**src/rtl/blit_pixel_format_converter_unit_defines.svh**
```systemverilog
// Assertion macros shared by the blitter pixel path.
`ifndef BLIT_PIXEL_FORMAT_CONVERTER_UNIT_DEFINES_SVH
`define BLIT_PIXEL_FORMAT_CONVERTER_UNIT_DEFINES_SVH

// Same-cycle implication, checked on every rising edge outside reset.
`define BPFC_ASSERT_IMPL(lbl, ante, cons) \
  lbl: assert property (@(posedge clk) disable iff (!rst_n) (ante) |-> (cons)) \
    else $error("pixel path assertion failed");

// Next-cycle implication, checked on every rising edge outside reset.
`define BPFC_ASSERT_NEXT(lbl, ante, cons) \
  lbl: assert property (@(posedge clk) disable iff (!rst_n) (ante) |=> (cons)) \
    else $error("pixel path assertion failed");

`endif

```
**src/rtl/blit_pfc_pkg.sv**
```systemverilog
package blit_pfc_pkg;

  // Palette geometry.
  localparam int PAL_ENTRIES = 256;
  localparam int PAL_IDX_W   = $clog2(PAL_ENTRIES);

  // Pixel format codes.
  localparam logic [1:0] FMT_PAL  = 2'd0;
  localparam logic [1:0] FMT_565  = 2'd1;
  localparam logic [1:0] FMT_8888 = 2'd2;

  // Input item operations.
  localparam logic OP_CONVERT = 1'b0;
  localparam logic OP_PALETTE = 1'b1;

  // Configuration register indexes.
  localparam int CFG_IDX_W  = 3;
  localparam int CFG_DATA_W = 32;
  localparam logic [CFG_IDX_W-1:0] CFG_SOURCE_FORMAT    = 3'd0;
  localparam logic [CFG_IDX_W-1:0] CFG_DEST_FORMAT      = 3'd1;
  localparam logic [CFG_IDX_W-1:0] CFG_SKIP_TRANSPARENT = 3'd2;
  localparam logic [CFG_IDX_W-1:0] CFG_TRANSPARENT_KEY  = 3'd3;
  localparam logic [CFG_IDX_W-1:0] CFG_KEY_MASK         = 3'd4;

  // Configuration as seen by the pipeline; formats already normalized.
  typedef struct packed {
    logic [1:0]  source_format;
    logic [1:0]  dest_format;
    logic        skip_transparent;
    logic [31:0] transparent_key;
    logic [31:0] key_mask;
  } cfg_t;

  // First stage: accepted item with the source pixel trimmed to its format.
  typedef struct packed {
    logic        valid;
    logic        op;
    logic [31:0] src;
    logic [7:0]  entry_index;
    logic [23:0] entry_rgb;
  } s1_t;

  // Second stage: key decision and palette read data.
  typedef struct packed {
    logic        valid;
    logic        transparent;
    logic        pal_oor;
    logic [31:0] src;
    logic [23:0] pal_rgb;
  } s2_t;

  // Format code 3 behaves as ARGB8888.
  function automatic logic [1:0] norm_format(input logic [1:0] f);
    return (f == 2'd3) ? FMT_8888 : f;
  endfunction

  // Bits of a pixel that belong to a format.
  function automatic logic [31:0] format_mask(input logic [1:0] f);
    logic [31:0] m;
    case (f)
      FMT_PAL: m = 32'h0000_00ff;
      FMT_565: m = 32'h0000_ffff;
      default: m = 32'hffff_ffff;
    endcase
    return m;
  endfunction

  // x*255/63 for a 6-bit VGA component: 4x plus floor(x/21).
  function automatic logic [7:0] vga_scale(input logic [5:0] x);
    logic [1:0] q;
    if (x >= 6'd63) begin
      q = 2'd3;
    end else if (x >= 6'd42) begin
      q = 2'd2;
    end else if (x >= 6'd21) begin
      q = 2'd1;
    end else begin
      q = 2'd0;
    end
    return {x, 2'b00} + {6'd0, q};
  endfunction

endpackage

```
**src/rtl/blit_pfc_pack.sv**
```systemverilog
module blit_pfc_pack (
  input  logic                clk,
  input  logic                rst_n,
  input  logic                advance,
  input  blit_pfc_pkg::cfg_t  cfg,
  input  blit_pfc_pkg::s2_t   s2,
  output logic                out_valid,
  output logic                out_write_enable,
  output logic [31:0]         out_dest_pixel
);

  logic        valid_r;
  logic        write_enable_r;
  logic [31:0] dest_pixel_r;
  logic        write_enable_nxt;
  logic [31:0] dest_pixel_nxt;

  // Expand to ARGB, then pack into the destination format.
  always_comb begin
    logic [1:0]  sf;
    logic [1:0]  df;
    logic [7:0]  a;
    logic [7:0]  r;
    logic [7:0]  g;
    logic [7:0]  b;
    logic [31:0] pix;
    sf = cfg.source_format;
    df = cfg.dest_format;
    case (sf)
      blit_pfc_pkg::FMT_PAL: begin
        a = 8'hff;
        if (s2.pal_oor) begin
          r = 8'h00;
          g = 8'h00;
          b = 8'h00;
        end else begin
          r = s2.pal_rgb[23:16];
          g = s2.pal_rgb[15:8];
          b = s2.pal_rgb[7:0];
        end
      end
      blit_pfc_pkg::FMT_565: begin
        a = 8'hff;
        r = {s2.src[15:11], s2.src[15:13]};
        g = {s2.src[10:5], s2.src[10:9]};
        b = {s2.src[4:0], s2.src[4:2]};
      end
      default: begin
        a = s2.src[31:24];
        r = s2.src[23:16];
        g = s2.src[15:8];
        b = s2.src[7:0];
      end
    endcase
    if (df == blit_pfc_pkg::FMT_PAL) begin
      pix = {24'd0, s2.src[7:0]};
    end else if (df == sf) begin
      pix = s2.src;
    end else if (df == blit_pfc_pkg::FMT_8888) begin
      pix = {a, r, g, b};
    end else begin
      pix = {16'd0, r[7:3], g[7:2], b[7:3]};
    end
    if (s2.transparent) begin
      write_enable_nxt = 1'b0;
      dest_pixel_nxt   = 32'd0;
    end else begin
      write_enable_nxt = 1'b1;
      dest_pixel_nxt   = pix & blit_pfc_pkg::format_mask(df);
    end
  end

  // Output register; holds while the consumer stalls.
  always_ff @(posedge clk) begin
    if (!rst_n) begin
      valid_r <= 1'b0;
    end else if (advance) begin
      valid_r <= s2.valid;
    end
  end

  always_ff @(posedge clk) begin
    if (advance) begin
      write_enable_r <= write_enable_nxt;
      dest_pixel_r   <= dest_pixel_nxt;
    end
  end

  assign out_valid        = valid_r;
  assign out_write_enable = write_enable_r;
  assign out_dest_pixel   = dest_pixel_r;

endmodule

```
**config.mk**
```make
export PLATFORM = sky130hd
export DESIGN_NAME = blit_pfc_pack
export DESIGN_NICKNAME = d
export VERILOG_FILES = /design/src/rtl/blit_pixel_format_converter_unit_defines.svh /design/src/rtl/blit_pfc_pkg.sv /design/src/rtl/blit_pfc_pack.sv
export SDC_FILE = /design/constraint.sdc
export NUM_CORES = 1
export LEC_CHECK = 0
export BUFFER_PORTS_ARGS = -buffer_cell sky130_fd_sc_hd__buf_2
export CAP_MARGIN = 40
export CELL_PAD_IN_SITES_DETAIL_PLACEMENT = 1
export CELL_PAD_IN_SITES_GLOBAL_PLACEMENT = 1
export CORE_MARGIN = 2
export CORE_UTILIZATION = 29
export CTS_BUF_LIST = sky130_fd_sc_hd__clkbuf_8
export DETAILED_ROUTE_END_ITERATION = 8
export PLACE_DENSITY_LB_ADDON = 0.1
export SLEW_MARGIN = 20
export SYNTH_ARGS = -nofsm -noshare
export SYNTH_HDL_FRONTEND = slang
export SYNTH_SLANG_ARGS = --single-unit
```
**constraint.sdc**
```tcl
create_clock -name clk -period 1.7 [get_ports clk]
set_input_delay 0.17 -clock clk [delete_from_list [all_inputs] [get_ports clk]]
set_output_delay 0.17 -clock clk [all_outputs]
set_load 0.005 [all_outputs]
```
### Word-level counts from Yosys, hierarchy flattened

Cells that the tools add are included.

* shifts and indexed selects: 0
* $lt $le $gt $ge: 0
* eq/ne operators: 4
* $add $sub $neg: 0
* multiplexer cells: 13
* reduce and logical (&&, ||, !) cells: 3
* multiply operators: 0
* bitwise gates (word level): 1
* div/mod/pow operators: 0

Operators by type and width (count)
* $mux 32: 4
* $pmux 32 s2: 1
* $pmux 8 s2: 3
* $and 32x32->32: 1
* $mux 8: 4
* $eq 2x1->1 const B: 2
* $logic_not 2->1: 2
* $eq 2x2->1: 1
* $eq 2x2->1 const B: 1
* $reduce_or 2->1: 1
* $mux 1: 1

* logic and storage cells: 24
* latch bits: 0
* output and inout port bits: 34
* memory bits (writable): 0
* bits in registers: 34
* memory bits (read-only): 0
* memories kept: 0

### Depth between registers and ports, before layout

* depth in word-level cells: 7
* depth in mapped cells: 7
* gate-level depth less buffers: 4

### Worst setup path before layout

Ideal clock, no wire load.

* path type: input to register
* start: input port cfg[68] (netlist bit)
* end: register dest_pixel_r[16] (netlist: out_dest_pixel[16]), data pin
* data arrival time: 1.179 ns
* path buffers: 3
* stages: 6
* path slack: 0.354 ns
* cells stage by stage: buf_4 buf_6 buf_2 nor3_1 a22oi_1 a211oi_1

* longest elaborated chain between the ends: 6
* elaborated cells between the ends (all ways): 8

Ends and longest elaborated chain
* start, declared: RTL line blit_pfc_pack.sv:5 `input blit_pfc_pkg::cfg_t cfg,`
* $eq 2x1->1 or $logic_not 2->1 (tied branches): RTL line blit_pfc_pack.sv:29 `case (sf)`
* $pmux 8 s2: RTL line blit_pfc_pack.sv:29
* $mux 32: RTL line blit_pfc_pack.sv:59 `end else if (df == blit_pfc_pkg::FMT_8888) begin`
* $mux 32 *: RTL line blit_pfc_pack.sv:57 `end else if (df == sf) begin`
* $mux 32 *: RTL line blit_pfc_pack.sv:55 `if (df == blit_pfc_pkg::FMT_PAL) begin`
* $and 32x32->32 *: RTL line blit_pfc_pack.sv:69 `dest_pixel_nxt = pix & blit_pfc_pkg::format_mask(df);`
* end signal, assigned: RTL line blit_pfc_pack.sv:85 `dest_pixel_r <= dest_pixel_nxt;`
* end, declared: RTL line blit_pfc_pack.sv:14 `logic [31:0] dest_pixel_r;`

Mark *: on every way between the ends. The rest lies on a longest branch, timed or not.
A chain may end at the register's enable or synchronous reset.

### Final worst setup path

* start: input port cfg[67] (netlist bit)
* end: register dest_pixel_r[13] (netlist: out_dest_pixel[13]), data pin

Same word-level chain as after synthesis.

==> flow_summary.toml <==
[run_status]
status = "finished clean"

[synth]
ys_ff_latch = 34
synthArstFlopShare_pct = 0
avgSynthCellArea_um2 = 9.85
synth_top_area_share_pct = 43.9
synth_top_cell_by_area = "edfxtp_1"
synth_cells = 229
synth_edf_count = 33
yosysUniqueCellTypes = 49
yosys_warnings = 0
ys_seq_area_share_pct = 44.8
synth_area_um2 = 2260
synth.net_count = 360
synth-main-ff-cell = "edfxtp_1"
synth_area_leaders = "edfxtp_1, a21oi_1, nor2_1"

[timing]
slew_viol_final = 0
tns_ps = 0
holdWs_ps = 92.3
hold_violations = 0
layout_min_cycle_time_ps = 1390
worst_pin_slew_ps = 483
relSlewSlack_pct = 67.8
fin_crit_sh_pct = 81.9
finClkSkew_ps = 0
final-setup-viol-count = 0
rsz0062_at_grt = "no"
max_clock_freq_ghz = 0.718

[cells_and_area]
final_cells = 449
drive_gt1_share_pct = 42.7
fillCellCount = 948
antenna_cells = 0
area_delta_synth_final_pct = 40.2
final_net_count = 477

[drt]
viasPerCell = 5.21
wl_per_cell_um = 16.9
vias = 2338
ant_nets = 0
first_pass_iters = 4
drt_first_iter_violations = 112
drc = 0
wirelength_mm = 7.61

[clock_tree]
cts-root-buf = "clkbuf_8"
clkSinkCount = 34
cts.repair.resized = 0
cts_hold_buf = 0
clockBufferDepth = 2
clk_pin_slew_ps = 80
cts_setup_buffers = 0
clk_latency_ps = 290
cts_buffers = 5
htreeDepth = 2
tritoncts = "built"

[power]
power_leakage_nw = 1.32
power.density_nw_per_um2 = 801
total_power_w = 0.00253
max-vdd-ir-drop_v = 0.000289

[critical_path]
startpoint_type = "input pin"
crit_fanout = 6
worstSetupEndpointType = "register"
path_class = "input pin to register"
cp.arrival_ps = 1510
required_ps = 1820

[grt]
overflow = 0
grt_pass1_vias = 2362
antenna_found_initial = 0
grt_use_met3_pct = 3.20
grt_max_degree = 31
track_usage_pct = 18.4
grt.busiest_layer = "met2"
grt_util_met2_pct = 29.4
grt_first_pass_wirelength_mm = 12.1
gr-usage-met1_pct = 25.8

[placement]
gp_congestion = 0.848
hpwl_mm = 5.97
port_buffers = 99
dp_cells = 441

[die]
die_height_um = 92.2
start_util_pct = 29.5
io_pins = 165
core-area_um2 = 7650
die_w_um = 92.2
die-area_um2 = 8500
rows = 32

[run]
maxCapViolCount = 0

[hold_path]
holdCritPathClass = "input pin to register"
-- layout by cell type (no fill, tap or decap), types with 3 or more instances in the layout --
cell | Yosys | routed
nand2_1 | 16 | 16
nand2b_1 | 8 | 8
buf_2 | 12 | 99
a31oi_1 | 3 | 3
inv_1 | 4 | 4
buf_12 | 0 | 3
a221o_1 | 7 | 7
a221oi_1 | 4 | 4
a21oi_2 | 3 | 3
nor3_1 | 9 | 9
and2_1 | 4 | 4
a22oi_1 | 4 | 4
nor2_1 | 28 | 28
buf_4 | 3 | 26
o2bb2ai_1 | 5 | 5
edfxtp_1 | 33 | 33
a211oi_1 | 6 | 6
clkbuf_8 | 0 | 5
o21ai_0 | 6 | 6
a311oi_1 | 3 | 3
a21oi_1 | 21 | 21
nor2b_1 | 4 | 4
a2bb2oi_1 | 5 | 5
or3b_1 | 6 | 6
-- state kept, by name, indices dropped and copies added (netlist names) --
signal,flops
out_valid,1
out_write_enable,1
out_dest_pixel,32
-- report_power, final --
group | internal (W) | leakage (nW) | switching (W)
sequential | 0.00100 | 0.325 | 0.0000150
clock | 0.000588 | 0.0683 | 0.000327
combinational | 0.000285 | 0.925 | 0.000319
total | 0.00187 | 1.32 | 0.000661
-- per-layer routing --
metal | vias up | routed length (um)
li1 | 1129 | -
met1 | 1122 | 3480
met2 | 81 | 3590
met3 | 6 | 465
met4 | 0 | 66
met5 | - | 0
-- cells in the mapped netlist (all sizes together) (2+ instances only) --
| cell type | number |
|---|---|
| edfxtp | 33 |
| nor2 | 28 |
| a21oi | 24 |
| buf | 18 |
| nand2 | 16 |
| nor3 | 9 |
| nand2b | 8 |
| or3b | 8 |
| a221o | 7 |
| a2bb2oi | 7 |
| o21ai | 7 |
| a211oi | 6 |
| o2bb2ai | 5 |
| a221oi | 4 |
| a22oi | 4 |
| and2 | 4 |
| inv | 4 |
| nor2b | 4 |
| a311oi | 3 |
| a31oi | 3 |
| a2111oi | 2 |
| a21o | 2 |
| a22o | 2 |
| o211ai | 2 |
| o221a | 2 |
| o22ai | 2 |
| xnor2 | 2 |
-- worst max-delay path: stages --
cell and delay [ps]:
buf_2 130, buf_4 160, or3b_2 480, a211oi_1 290
a311oi_1 80, nor3_1 200
-- layout make-up --
cell class | count | area (um2) | area share [%]
tap | 102 | 128 | 4.03
timing repair buffer | 128 | 751 | 23.7
clock buffer | 5 | 68.8 | 2.18
inverter | 4 | 15.0 | 0.475
multi-input combinational | 173 | 1120 | 35.4
clock inverter | 3 | 68.8 | 2.18
sequential | 34 | 1010 | 32.0
-- final timing paths --
kind,start,endpoint,slack [ps],depth (start not counted)
worst max-delay path,cfg[67],out_dest_pixel[13]$_SDFFCE_PP0P_,310,6
worst min register to register,out_valid$_SDFFE_PN0P_,out_valid$_SDFFE_PN0P_,520,2
worst min-delay path,rst_n,out_valid$_SDFFE_PN0P_,90,2
worst max register to register,out_valid$_SDFFE_PN0P_,out_valid$_SDFFE_PN0P_,1100,2
-- logic make-up (layout without fill, tap and decap cells) --
family / Yosys count / in the layout / share of synthesized area, %
XOR/XNOR: 2 / 2 / 1.11
multiplexers: 1 / 1 / 0.444
AND/OR/NAND/NOR: 81 / 81 / 18.4
AO/OA/AOI/OAI: 89 / 89 / 29.8
flip-flops: 34 / 34 / 44.8
buffers and inverters: 22 / 140 / 5.49
-- metrics by stage --
stage               util, %  instance area [um2]  worst slack, ps
global placement       39.6                 3030             47.0
finish                 41.4                 3160              308
detailed placement     39.6                 3030             33.7
CTS                    41.4                 3160              333
floorplan                 -                 2260              354
global route           41.4                 3160              201
(Power assumes the default switching activity.)
