===== config.mk =====
export PLATFORM = sky130hd
export DESIGN_NAME = blit_pfc_front
export DESIGN_NICKNAME = d
export VERILOG_FILES = /design/src/rtl/blit_pixel_format_converter_unit_defines.svh /design/src/rtl/blit_pfc_pkg.sv /design/src/rtl/blit_pfc_front.sv
export SDC_FILE = /design/constraint.sdc
export NUM_CORES = 1
export LEC_CHECK = 0
export BUFFER_PORTS_ARGS = -buffer_cell sky130_fd_sc_hd__buf_4
export CAP_MARGIN = 40
export CORE_ASPECT_RATIO = 0.8
export CORE_MARGIN = 3
export CORE_UTILIZATION = 39
export CTS_BUF_LIST = sky130_fd_sc_hd__clkbuf_2 sky130_fd_sc_hd__clkbuf_4 sky130_fd_sc_hd__clkbuf_8
export DETAILED_ROUTE_END_ITERATION = 16
export PLACE_DENSITY = 0.83
export SLEW_MARGIN = 20
export SYNTH_ARGS = -nofsm -noshare
export SYNTH_HDL_FRONTEND = slang
export SYNTH_SLANG_ARGS = --single-unit

===== constraint.sdc =====
create_clock -name clk -period 1 [get_ports clk]
set_clock_uncertainty 0.05 [all_clocks]
set_input_delay 0.05 -clock clk [delete_from_list [all_inputs] [get_ports clk]]
set_output_delay 0.05 -clock clk [all_outputs]
set_load 0.005 [all_outputs]

===== src/rtl/blit_pixel_format_converter_unit_defines.svh =====
// Assertion macros shared by the blitter pixel path.
`ifndef BLIT_PIXEL_FORMAT_CONVERTER_UNIT_DEFINES_SVH
`define BLIT_PIXEL_FORMAT_CONVERTER_UNIT_DEFINES_SVH

// Same-cycle implication, checked on every rising edge outside reset.
`define BPFC_ASSERT_IMPL(lbl, ante, cons) \
  lbl: assert property (@(posedge clk) disable iff (!rst_n) (ante) |-> (cons)) \
    else $error("pixel path assertion failed");

// Next-cycle implication, checked on every rising edge outside reset.
`define BPFC_ASSERT_NEXT(lbl, ante, cons) \
  lbl: assert property (@(posedge clk) disable iff (!rst_n) (ante) |=> (cons)) \
    else $error("pixel path assertion failed");

`endif


===== src/rtl/blit_pfc_pkg.sv =====
package blit_pfc_pkg;

  // Palette geometry.
  localparam int PAL_ENTRIES = 256;
  localparam int PAL_IDX_W   = $clog2(PAL_ENTRIES);

  // Pixel format codes.
  localparam logic [1:0] FMT_PAL  = 2'd0;
  localparam logic [1:0] FMT_565  = 2'd1;
  localparam logic [1:0] FMT_8888 = 2'd2;

  // Input item operations.
  localparam logic OP_CONVERT = 1'b0;
  localparam logic OP_PALETTE = 1'b1;

  // Configuration register indexes.
  localparam int CFG_IDX_W  = 3;
  localparam int CFG_DATA_W = 32;
  localparam logic [CFG_IDX_W-1:0] CFG_SOURCE_FORMAT    = 3'd0;
  localparam logic [CFG_IDX_W-1:0] CFG_DEST_FORMAT      = 3'd1;
  localparam logic [CFG_IDX_W-1:0] CFG_SKIP_TRANSPARENT = 3'd2;
  localparam logic [CFG_IDX_W-1:0] CFG_TRANSPARENT_KEY  = 3'd3;
  localparam logic [CFG_IDX_W-1:0] CFG_KEY_MASK         = 3'd4;

  // Configuration as seen by the pipeline; formats already normalized.
  typedef struct packed {
    logic [1:0]  source_format;
    logic [1:0]  dest_format;
    logic        skip_transparent;
    logic [31:0] transparent_key;
    logic [31:0] key_mask;
  } cfg_t;

  // First stage: accepted item with the source pixel trimmed to its format.
  typedef struct packed {
    logic        valid;
    logic        op;
    logic [31:0] src;
    logic [7:0]  entry_index;
    logic [23:0] entry_rgb;
  } s1_t;

  // Second stage: key decision and palette read data.
  typedef struct packed {
    logic        valid;
    logic        transparent;
    logic        pal_oor;
    logic [31:0] src;
    logic [23:0] pal_rgb;
  } s2_t;

  // Format code 3 behaves as ARGB8888.
  function automatic logic [1:0] norm_format(input logic [1:0] f);
    return (f == 2'd3) ? FMT_8888 : f;
  endfunction

  // Bits of a pixel that belong to a format.
  function automatic logic [31:0] format_mask(input logic [1:0] f);
    logic [31:0] m;
    case (f)
      FMT_PAL: m = 32'h0000_00ff;
      FMT_565: m = 32'h0000_ffff;
      default: m = 32'hffff_ffff;
    endcase
    return m;
  endfunction

  // x*255/63 for a 6-bit VGA component: 4x plus floor(x/21).
  function automatic logic [7:0] vga_scale(input logic [5:0] x);
    logic [1:0] q;
    if (x >= 6'd63) begin
      q = 2'd3;
    end else if (x >= 6'd42) begin
      q = 2'd2;
    end else if (x >= 6'd21) begin
      q = 2'd1;
    end else begin
      q = 2'd0;
    end
    return {x, 2'b00} + {6'd0, q};
  endfunction

endpackage


===== src/rtl/blit_pfc_front.sv =====
module blit_pfc_front (
  input  logic                clk,
  input  logic                rst_n,
  input  logic                advance,
  input  blit_pfc_pkg::cfg_t  cfg,
  input  logic                in_valid,
  input  logic                in_op,
  input  logic [31:0]         in_source_pixel,
  input  logic [7:0]          in_entry_index,
  input  logic [5:0]          in_entry_red,
  input  logic [5:0]          in_entry_green,
  input  logic [5:0]          in_entry_blue,
  output blit_pfc_pkg::s1_t   s1
);

  logic        valid_r;
  logic        op_r;
  logic [31:0] src_r;
  logic [7:0]  entry_index_r;
  logic [23:0] entry_rgb_r;
  logic [23:0] entry_rgb_nxt;

  // Palette components are scaled to 8 bits on the way in.
  assign entry_rgb_nxt = {blit_pfc_pkg::vga_scale(in_entry_red),
                          blit_pfc_pkg::vga_scale(in_entry_green),
                          blit_pfc_pkg::vga_scale(in_entry_blue)};

  // Stage valid follows the input whenever the pipeline moves.
  always_ff @(posedge clk) begin
    if (!rst_n) begin
      valid_r <= 1'b0;
    end else if (advance) begin
      valid_r <= in_valid;
    end
  end

  // Payload capture; the source pixel keeps only its format's bits.
  always_ff @(posedge clk) begin
    if (advance) begin
      op_r          <= in_op;
      src_r         <= in_source_pixel & blit_pfc_pkg::format_mask(cfg.source_format);
      entry_index_r <= in_entry_index;
      entry_rgb_r   <= entry_rgb_nxt;
    end
  end

  assign s1.valid       = valid_r;
  assign s1.op          = op_r;
  assign s1.src         = src_r;
  assign s1.entry_index = entry_index_r;
  assign s1.entry_rgb   = entry_rgb_r;

endmodule


# ---- Yosys cells after proc, flatten, opt, wreduce, memory -nomap -nowiden
# Index checks and enable logic that the tools add are counted.
dict set report totals {
  reg_bits 66
  in_bits 132
  word_cells 31
}
dict set report classes {
  add_sub_neg 3
  magnitude_cmp 9
  eq_ne 1
  muxes 11
  bitwise 1
  n_reduce_logical 1
}
# op count
set op_table {}
lappend op_table {{one-hot mux 32 bit (2 select lines)} 1}
lappend op_table {{greater-or-equal comparator 6 bit, second input constant} 6}
lappend op_table {{bitwise AND 32 bit} 1}
lappend op_table {{two-way mux 32 bit} 1}
lappend op_table {{adder 8 x 2 -> 8 bit} 3}
lappend op_table {{greater-or-equal comparator 6 x 5 -> 1 bit, second input constant} 3}
lappend op_table {{two-way mux 2 bit} 6}
lappend op_table {{two-way mux 1 bit} 3}
lappend op_table {{equality test 2 x 1 -> 1 bit, second input constant} 1}
lappend op_table {{zero test 2 bit} 1}

# ---- Longest topological paths before layout
# Gate-level depths: netlist (run 1).
dict set report depth {
  depth_word 5
  ltp_mapped 3
}

# ---- Least setup slack after synthesis (run 1)
# Ideal clock, no wire load.
dict set report synth_path {
  kind {input -> register}
  start {input port in_entry_blue[1]}
  end {register entry_rgb_r[0], data pin}
  setup_time_ns 0.264
  t_arrival_ns 0.411
  path_slack_ns 0.275
  stages 3
  path_buffers 0
  cell_sequence {and3_1 > o21ai_0 > a31oi_1}
}
dict set report synth_via {
  elab_chain_cells 5
}
# element line
set synth_lines {}
lappend synth_lines {{from (decl)} blit_pfc_front.sv:12} ;# input logic [5:0] in_entry_blue,
lappend synth_lines {{greater-or-equal comparator 6 x 5 -> 1 bit} blit_pfc_pkg.sv:75} ;# end else if (x >= 6'd21) begin
lappend synth_lines {{two-way mux 1 bit} blit_pfc_pkg.sv:75}
lappend synth_lines {{two-way mux 2 bit} blit_pfc_pkg.sv:73} ;# end else if (x >= 6'd42) begin
lappend synth_lines {{two-way mux 2 bit *} blit_pfc_pkg.sv:71} ;# if (x >= 6'd63) begin
lappend synth_lines {{adder 8 x 2 -> 8 bit *} blit_pfc_pkg.sv:80} ;# return {x, 2'b00} + {6'd0, q};
lappend synth_lines {{to (signal assigned)} blit_pfc_front.sv:43} ;# entry_rgb_r <= entry_rgb_nxt;
lappend synth_lines {{to (decl)} blit_pfc_front.sv:20} ;# logic [23:0] entry_rgb_r;
# Mark *: on every way between the ends. The rest lies on a longest branch, timed or not.
# A chain may end at the register's enable or synchronous reset.

# ---- Worst setup path after layout (run 1)
dict set report layout_path {
  start {register entry_index_r[5]}
  end {output port s1[29] (netlist bit)}
}
# element line
set layout_lines {}
lappend layout_lines {{from (decl)} blit_pfc_front.sv:19} ;# logic [7:0] entry_index_r;
lappend layout_lines {{from (signal assigned)} blit_pfc_front.sv:42} ;# entry_index_r <= in_entry_index;
lappend layout_lines {{to (decl)} blit_pfc_front.sv:13} ;# output blit_pfc_pkg::s1_t s1
# No word-level cell between the ends.

==> metrics.yaml, run 1 <==
synth:
  syn_avg_cell_area_sq_um: 19.0
  synth_nets: 255
  netlist_area_sq_um: 2330
  yosysMostFrequentCell: "edfxtp_1"
  synth_common_cells: "65 x edfxtp_1, 12 x and2_2, 8 x nor2b_1"
  synth_warnings: 0
  synth_top_area_share_pct: 83.6
  ys_seq_area_share_pct: 84.5
  synth_cell_types: 17
  synth_edf_count: 65
  yosysTopAreaCell: "edfxtp_1"
  async_flop_share_pct: 0
  synth-seq-cells: 66
  syn_inst: 123
  ys_top_cells_by_area: "edfxtp_1 84%, and2_2 3.9%, nor2b_1 2.1%"
  synthFlopType: "edfxtp_1"
timing:
  max_slew_margin_pct: 80.4
  whs_ns: 0.0600
  final.setup.worst_slack_ns: -0.0342
  fin_tns_setup_ns: -0.135
  setup_violations: 9
  timing_hold_violations_final: 0
  fmax_ghz: 0.967
  period_minus_slack_ns: 1.03
  worst_pin_slew_ns: 0.293
  rsz0062_at_grt: "true"
  finalCritPeriodShare_pct: 103
  slew_viol_final: 0
route:
  drt-total-wl_um: 8300
  drt-initial-drc-count: 153
  drc: 0
  vias_per_cell: 4.72
  ant_nets: 0
  dr.pass1.iters: 6
  vias: 1937
  wire_per_inst_um: 20.2
floorplan:
  ioPinCount: 198
  start_util_pct: 41.6
  die_h_um: 75.2
  fp.dieW_um: 92.5
  num_rows: 24
  core_area_sq_um: 5620
  dieArea_sq_um: 6960
placed_design:
  pre_cts_ws_ns: 0.0647
  dpl_cell_area_sq_um: 3440
  dp_hpwl_um: 4370
  gp_congestion: 0.760
  io_buffer_count: 130
clock_tree:
  clk_pin_slew_worst_paths_ns: 0.08
  cts_tree: "built"
  postCtsSetupBuffers: 0
  clock-sinks: 66
  cts_inserted_buffers: 9
  clockBufferDepth: 2
  cts_root_buf: "clkbuf_8"
  clock_latency_ns: 0.33
  cts_max_level: 3
status:
  violations: "setup timing"
  outcome: "finished with violations"
global_routing:
  grt_max_degree: 27
  grt_use_total_pct: 22.7
  grt_pass1_vias: 1964
  grt_first_pass_wirelength_um: 11100
  antenna_found_initial: 0
  gr-total-overflow: 0
setup_path:
  crit_slowest_cell: "edfxtp_1"
  crit_path_end_kind: "primary output"
  crit_arrival_ns: 0.93
  worstPathCellList: "buf_6"
  worst-path-max-fanout: 1
  worst_ep_required_time_ns: 0.90
  critPathKind: "flop to primary output"
  critPathTopFamily: "flip-flops"
  critPathBufInv: 1
  crit_path_start_kind: "flop"
  max_stage_delay_ns: 0.44
pwr:
  p_per_area_nw_per_um2: 1690
  ir_worst_vdd_mv: 0.822
  power.leakage_nw: 1.87
final_layout:
  final_area_sq_um: 4410
  syn_to_final_growth_pct: 88.7
  final_core_util_pct: 78.5
  drive_gt1_share_pct: 50.9
  n_antenna_cell: 0
  final_nets: 459
min_path:
  hold_class: "input port to flop"
job:
  max_cap_violations: 0
## timing repair
action / CTS / global route
setup endpoints to repair: 4 / 35
hold endpoints to repair: 60 / 4
hold buffers: 60 / 1
gates resized for setup: 2 / 22
pin swaps: 0 / 1
## where the power goes
part           switching (mW)  internal (mW)  total [mW]
clock                    1.05           1.95        3.00
sequential             0.0995           3.29        3.39
combinational           0.378          0.673        1.05
total                    1.52           5.92        7.44
## routing by layer
metal / track usage (%) / wire length [um] / up-vias
li1: - / - / 865
met3: 8.19 / 767 / 19
met2: 43.0 / 4470 / 129
met4: 10.4 / 238 / 0
met1: 22.8 / 2820 / 924
met5: 0 / 0 / -
## cell usage in the layout, fill, tap and decap left out, types with 5 or more instances in the layout
cell type / instances
buf_4: 116
nor2b_1: 8
buf_6: 17
clkbuf_8: 9
a21oi_1: 5
dlygate4sd3_1: 61
inv_1: 5
and2_2: 12
edfxtp_1: 65
## state kept, by name, summed over array words and instances (netlist names)
register	count
entry_rgb_r	24
op_r	1
valid_r	1
entry_index_r	8
src_r	32
## worst paths after layout
path | from | endpoint | slack, ns | depth (start not counted)
max | entry_index_r[5] | s1[29] | -0.03 | 1
min | in_source_pixel[13] | src_r[13] | 0.06 | 2
max reg2reg | valid_r | valid_r | 0.31 | 2
min reg2reg | valid_r | valid_r | 0.53 | 2
## area by class of cell
| cell class | instances | area [sq um] |
|---|---|---|
| tap | 78 | 97.6 |
| inverter | 6 | 22.5 |
| clock buffer | 10 | 131 |
| timing repair buffer | 196 | 1710 |
| multi-input combinational | 48 | 332 |
| clock inverter | 6 | 138 |
| sequential | 66 | 1970 |
| fill | 308 | 1210 |
## logic make-up (layout without fill, tap and decap cells)
kind of cell,after synthesis,after routing,share of synthesized area (%)
flops,66,66,84.5
compound gates,18,18,4.34
buf+inv,9,218,2.09
simple gates,29,29,8.68
mux,1,1,0.429
## per-stage QoR
stage          power [mW]  instances
3_5_place_dp         4.19        333
3_3_place_gp         4.16        333
6_report             7.44        410
4_1_cts              7.33        409
5_1_grt              7.67        410
2_1_floorplan        3.54        123
Note: power is estimated with default switching activity, not from simulation.
==> run 2: changes to the inputs <==
--- a/config.mk
+++ b/config.mk
@@ -9,10 +9,12 @@
 export CAP_MARGIN = 40
 export CORE_ASPECT_RATIO = 0.8
 export CORE_MARGIN = 3
-export CORE_UTILIZATION = 39
+export CORE_UTILIZATION = 31
 export CTS_BUF_LIST = sky130_fd_sc_hd__clkbuf_2 sky130_fd_sc_hd__clkbuf_4 sky130_fd_sc_hd__clkbuf_8
 export DETAILED_ROUTE_END_ITERATION = 16
-export PLACE_DENSITY = 0.83
+export MAX_ROUTING_LAYER = met4
+export PLACE_DENSITY = 0.68
+export RECOVER_POWER = 100
 export SLEW_MARGIN = 20
 export SYNTH_ARGS = -nofsm -noshare
 export SYNTH_HDL_FRONTEND = slang
==> run 2 against run 1 <==
  * The flow now finishes without violations
  * Via count shrank 3.5%
  * Routed wire length down 25%
  * Design area shrank 2.8%
  * Critical path type is now input port to flop
==> metrics.yaml, run 2 (same netlist as run 1, synthesis figures left out) <==
setup_path:
  worst_ep_required_time_ns: 1.02
  crit_path_start_kind: "input port"
  crit_arrival_ns: 1.01
  critPathTopFamily: "buffers and inverters"
  critPathKind: "input port to flop"
  crit_path_end_kind: "flop"
  crit_slowest_cell: "dlygate4sd3_1"
  max_stage_delay_ns: 0.54
  worst-path-max-fanout: 3
  regToRegSetupSlack_ns: 0.29
  critPathBufInv: 3
  worstPathCellList: "dlygate4sd3_1, buf_4, inv_1, o21ai_0, a31oi_1"
timing:
  slew_viol_final: 0
  rsz0062_at_grt: "true"
  worst_pin_slew_ns: 0.669
  whs_ns: 0.0412
  finalCritPeriodShare_pct: 98.6
  final.setup.worst_slack_ns: 0.0139
  timing_hold_violations_final: 0
  setup_violations: 0
  fmax_ghz: 1.01
  max_slew_margin_pct: 55.4
  period_minus_slack_ns: 0.986
pwr:
  p_per_area_nw_per_um2: 1540
  power.leakage_nw: 1.76
  ir_worst_vdd_mv: 0.928
  total_power_mw: 6.62
final_layout:
  syn_to_final_growth_pct: 83.4
  final_common_cell: "dlygate4sd3_1"
  final_core_util_pct: 60.4
  top_regs: "src_r (32), entry_rgb_r (24), entry_index_r (8)"
  top_register: "src_r"
  final_cell_mix: "67 x dlygate4sd3_1, 65 x edfxtp_1, 59 x clkbuf_4, 47 x buf_4, 16 x clkbuf_1"
  final_area_sq_um: 4280
  n_antenna_cell: 0
  nFillCells: 567
  largest_register_ffs: 32
  final_nets: 463
  drive_gt1_share_pct: 44.0
floorplan:
  core_area_sq_um: 7090
  start_util_pct: 32.9
  die_h_um: 83.6
  ioPinCount: 198
  num_rows: 27
  fp.dieW_um: 103
  dieArea_sq_um: 8610
placed_design:
  dpl_cell_area_sq_um: 3440
  io_buffer_count: 130
  pre_cts_ws_ns: 0.0961
  dp_hpwl_um: 3820
  gp_congestion: 0.749
clock_tree:
  clock-sinks: 66
  cts_inserted_buffers: 9
  clk_pin_slew_worst_paths_ns: 0.07
  cts_root_buf: "clkbuf_8"
  cts_max_level: 3
  postCtsSetupBuffers: 0
  cts_tree: "built"
  clock_latency_ns: 0.33
  clockBufferDepth: 2
min_path:
  hold_class: "input port to flop"
global_routing:
  grt_pass1_vias: 2047
  grt_first_pass_wirelength_um: 9560
  gr-total-overflow: 0
  antenna_found_initial: 0
  grt_use_total_pct: 15.2
  grt_max_degree: 38
route:
  drc: 0
  wire_per_inst_um: 14.8
  drt-total-wl_um: 6250
  vias_per_cell: 4.42
  drt-initial-drc-count: 55
  ant_nets: 0
  vias: 1869
  dr.pass1.iters: 4
job:
  max_cap_violations: 0
status:
  outcome: "completed"
==> run 2: cell count changes in the layout (fill, tap and decap cells not counted), sizes merged <==
cell,before,now
inv,7,6
clkbuf,10,85
buf,135,57
dlygate4sd3,61,67
clkinvlp,0,1
bufinv,4,2
clkinv,1,4
==> run 2: timing repair <==
action,in CTS,in global routing
gates resized for setup,0,18
pin swaps,0,4
endpoints found under the hold margin,66,0
setup endpoints to repair,1,20
hold buffers,67,0
==> run 2: layer usage <==
layer | global-route usage [%] | wire [um] | up-vias
met5 | - | 0 | -
met4 | 6.35 | 143 | 0
met3 | 5.43 | 487 | 16
met2 | 26.9 | 3340 | 94
met1 | 14.6 | 2270 | 886
li1 | - | - | 873
==> run 2: cell type report <==
type	instances	area, sq um	share of cell area [%]
clock inverter	7	83.8	1.96
multi-input combinational	48	325	7.60
clock buffer	9	124	2.89
sequential	66	1970	46.0
tap	87	109	2.54
timing repair buffer	200	1640	38.4
inverter	6	25.0	0.584
==> run 2: worst paths after layout <==
| path | from | end | depth (start not counted) |
|---|---|---|---|
| setup / recovery | in_entry_green[5] | entry_rgb_r[8] | 5 |
| hold / removal | cfg[68] | src_r[8] | 3 |
| setup reg to reg | valid_r | valid_r | 2 |
| hold reg to reg | valid_r | valid_r | 2 |
==> run 2: power by group <==
part,switching (mW),internal [mW]
clock network,0.943,1.37
registers,0.0686,3.29
logic,0.329,0.611
total,1.34,5.28
==> run 2: stage by stage <==
| stage | cells | TNS [ns] |
|---|---|---|
| 2_1_floorplan | 123 | 0 |
| 3_3_place_gp | 340 | 0 |
| 3_5_place_dp | 340 | 0 |
| 4_1_cts | 423 | -0.00104 |
| 5_1_grt | 423 | -0.127 |
| 6_report | 423 | 0 |
==> run 2: worst register-to-register path, delay by kind of cell, from the launching register on <==
kind	cells	cell delay (ns)
flip-flops	1	0.32
multiplexers	1	0.16
AND/OR/NAND/NOR	1	0.07
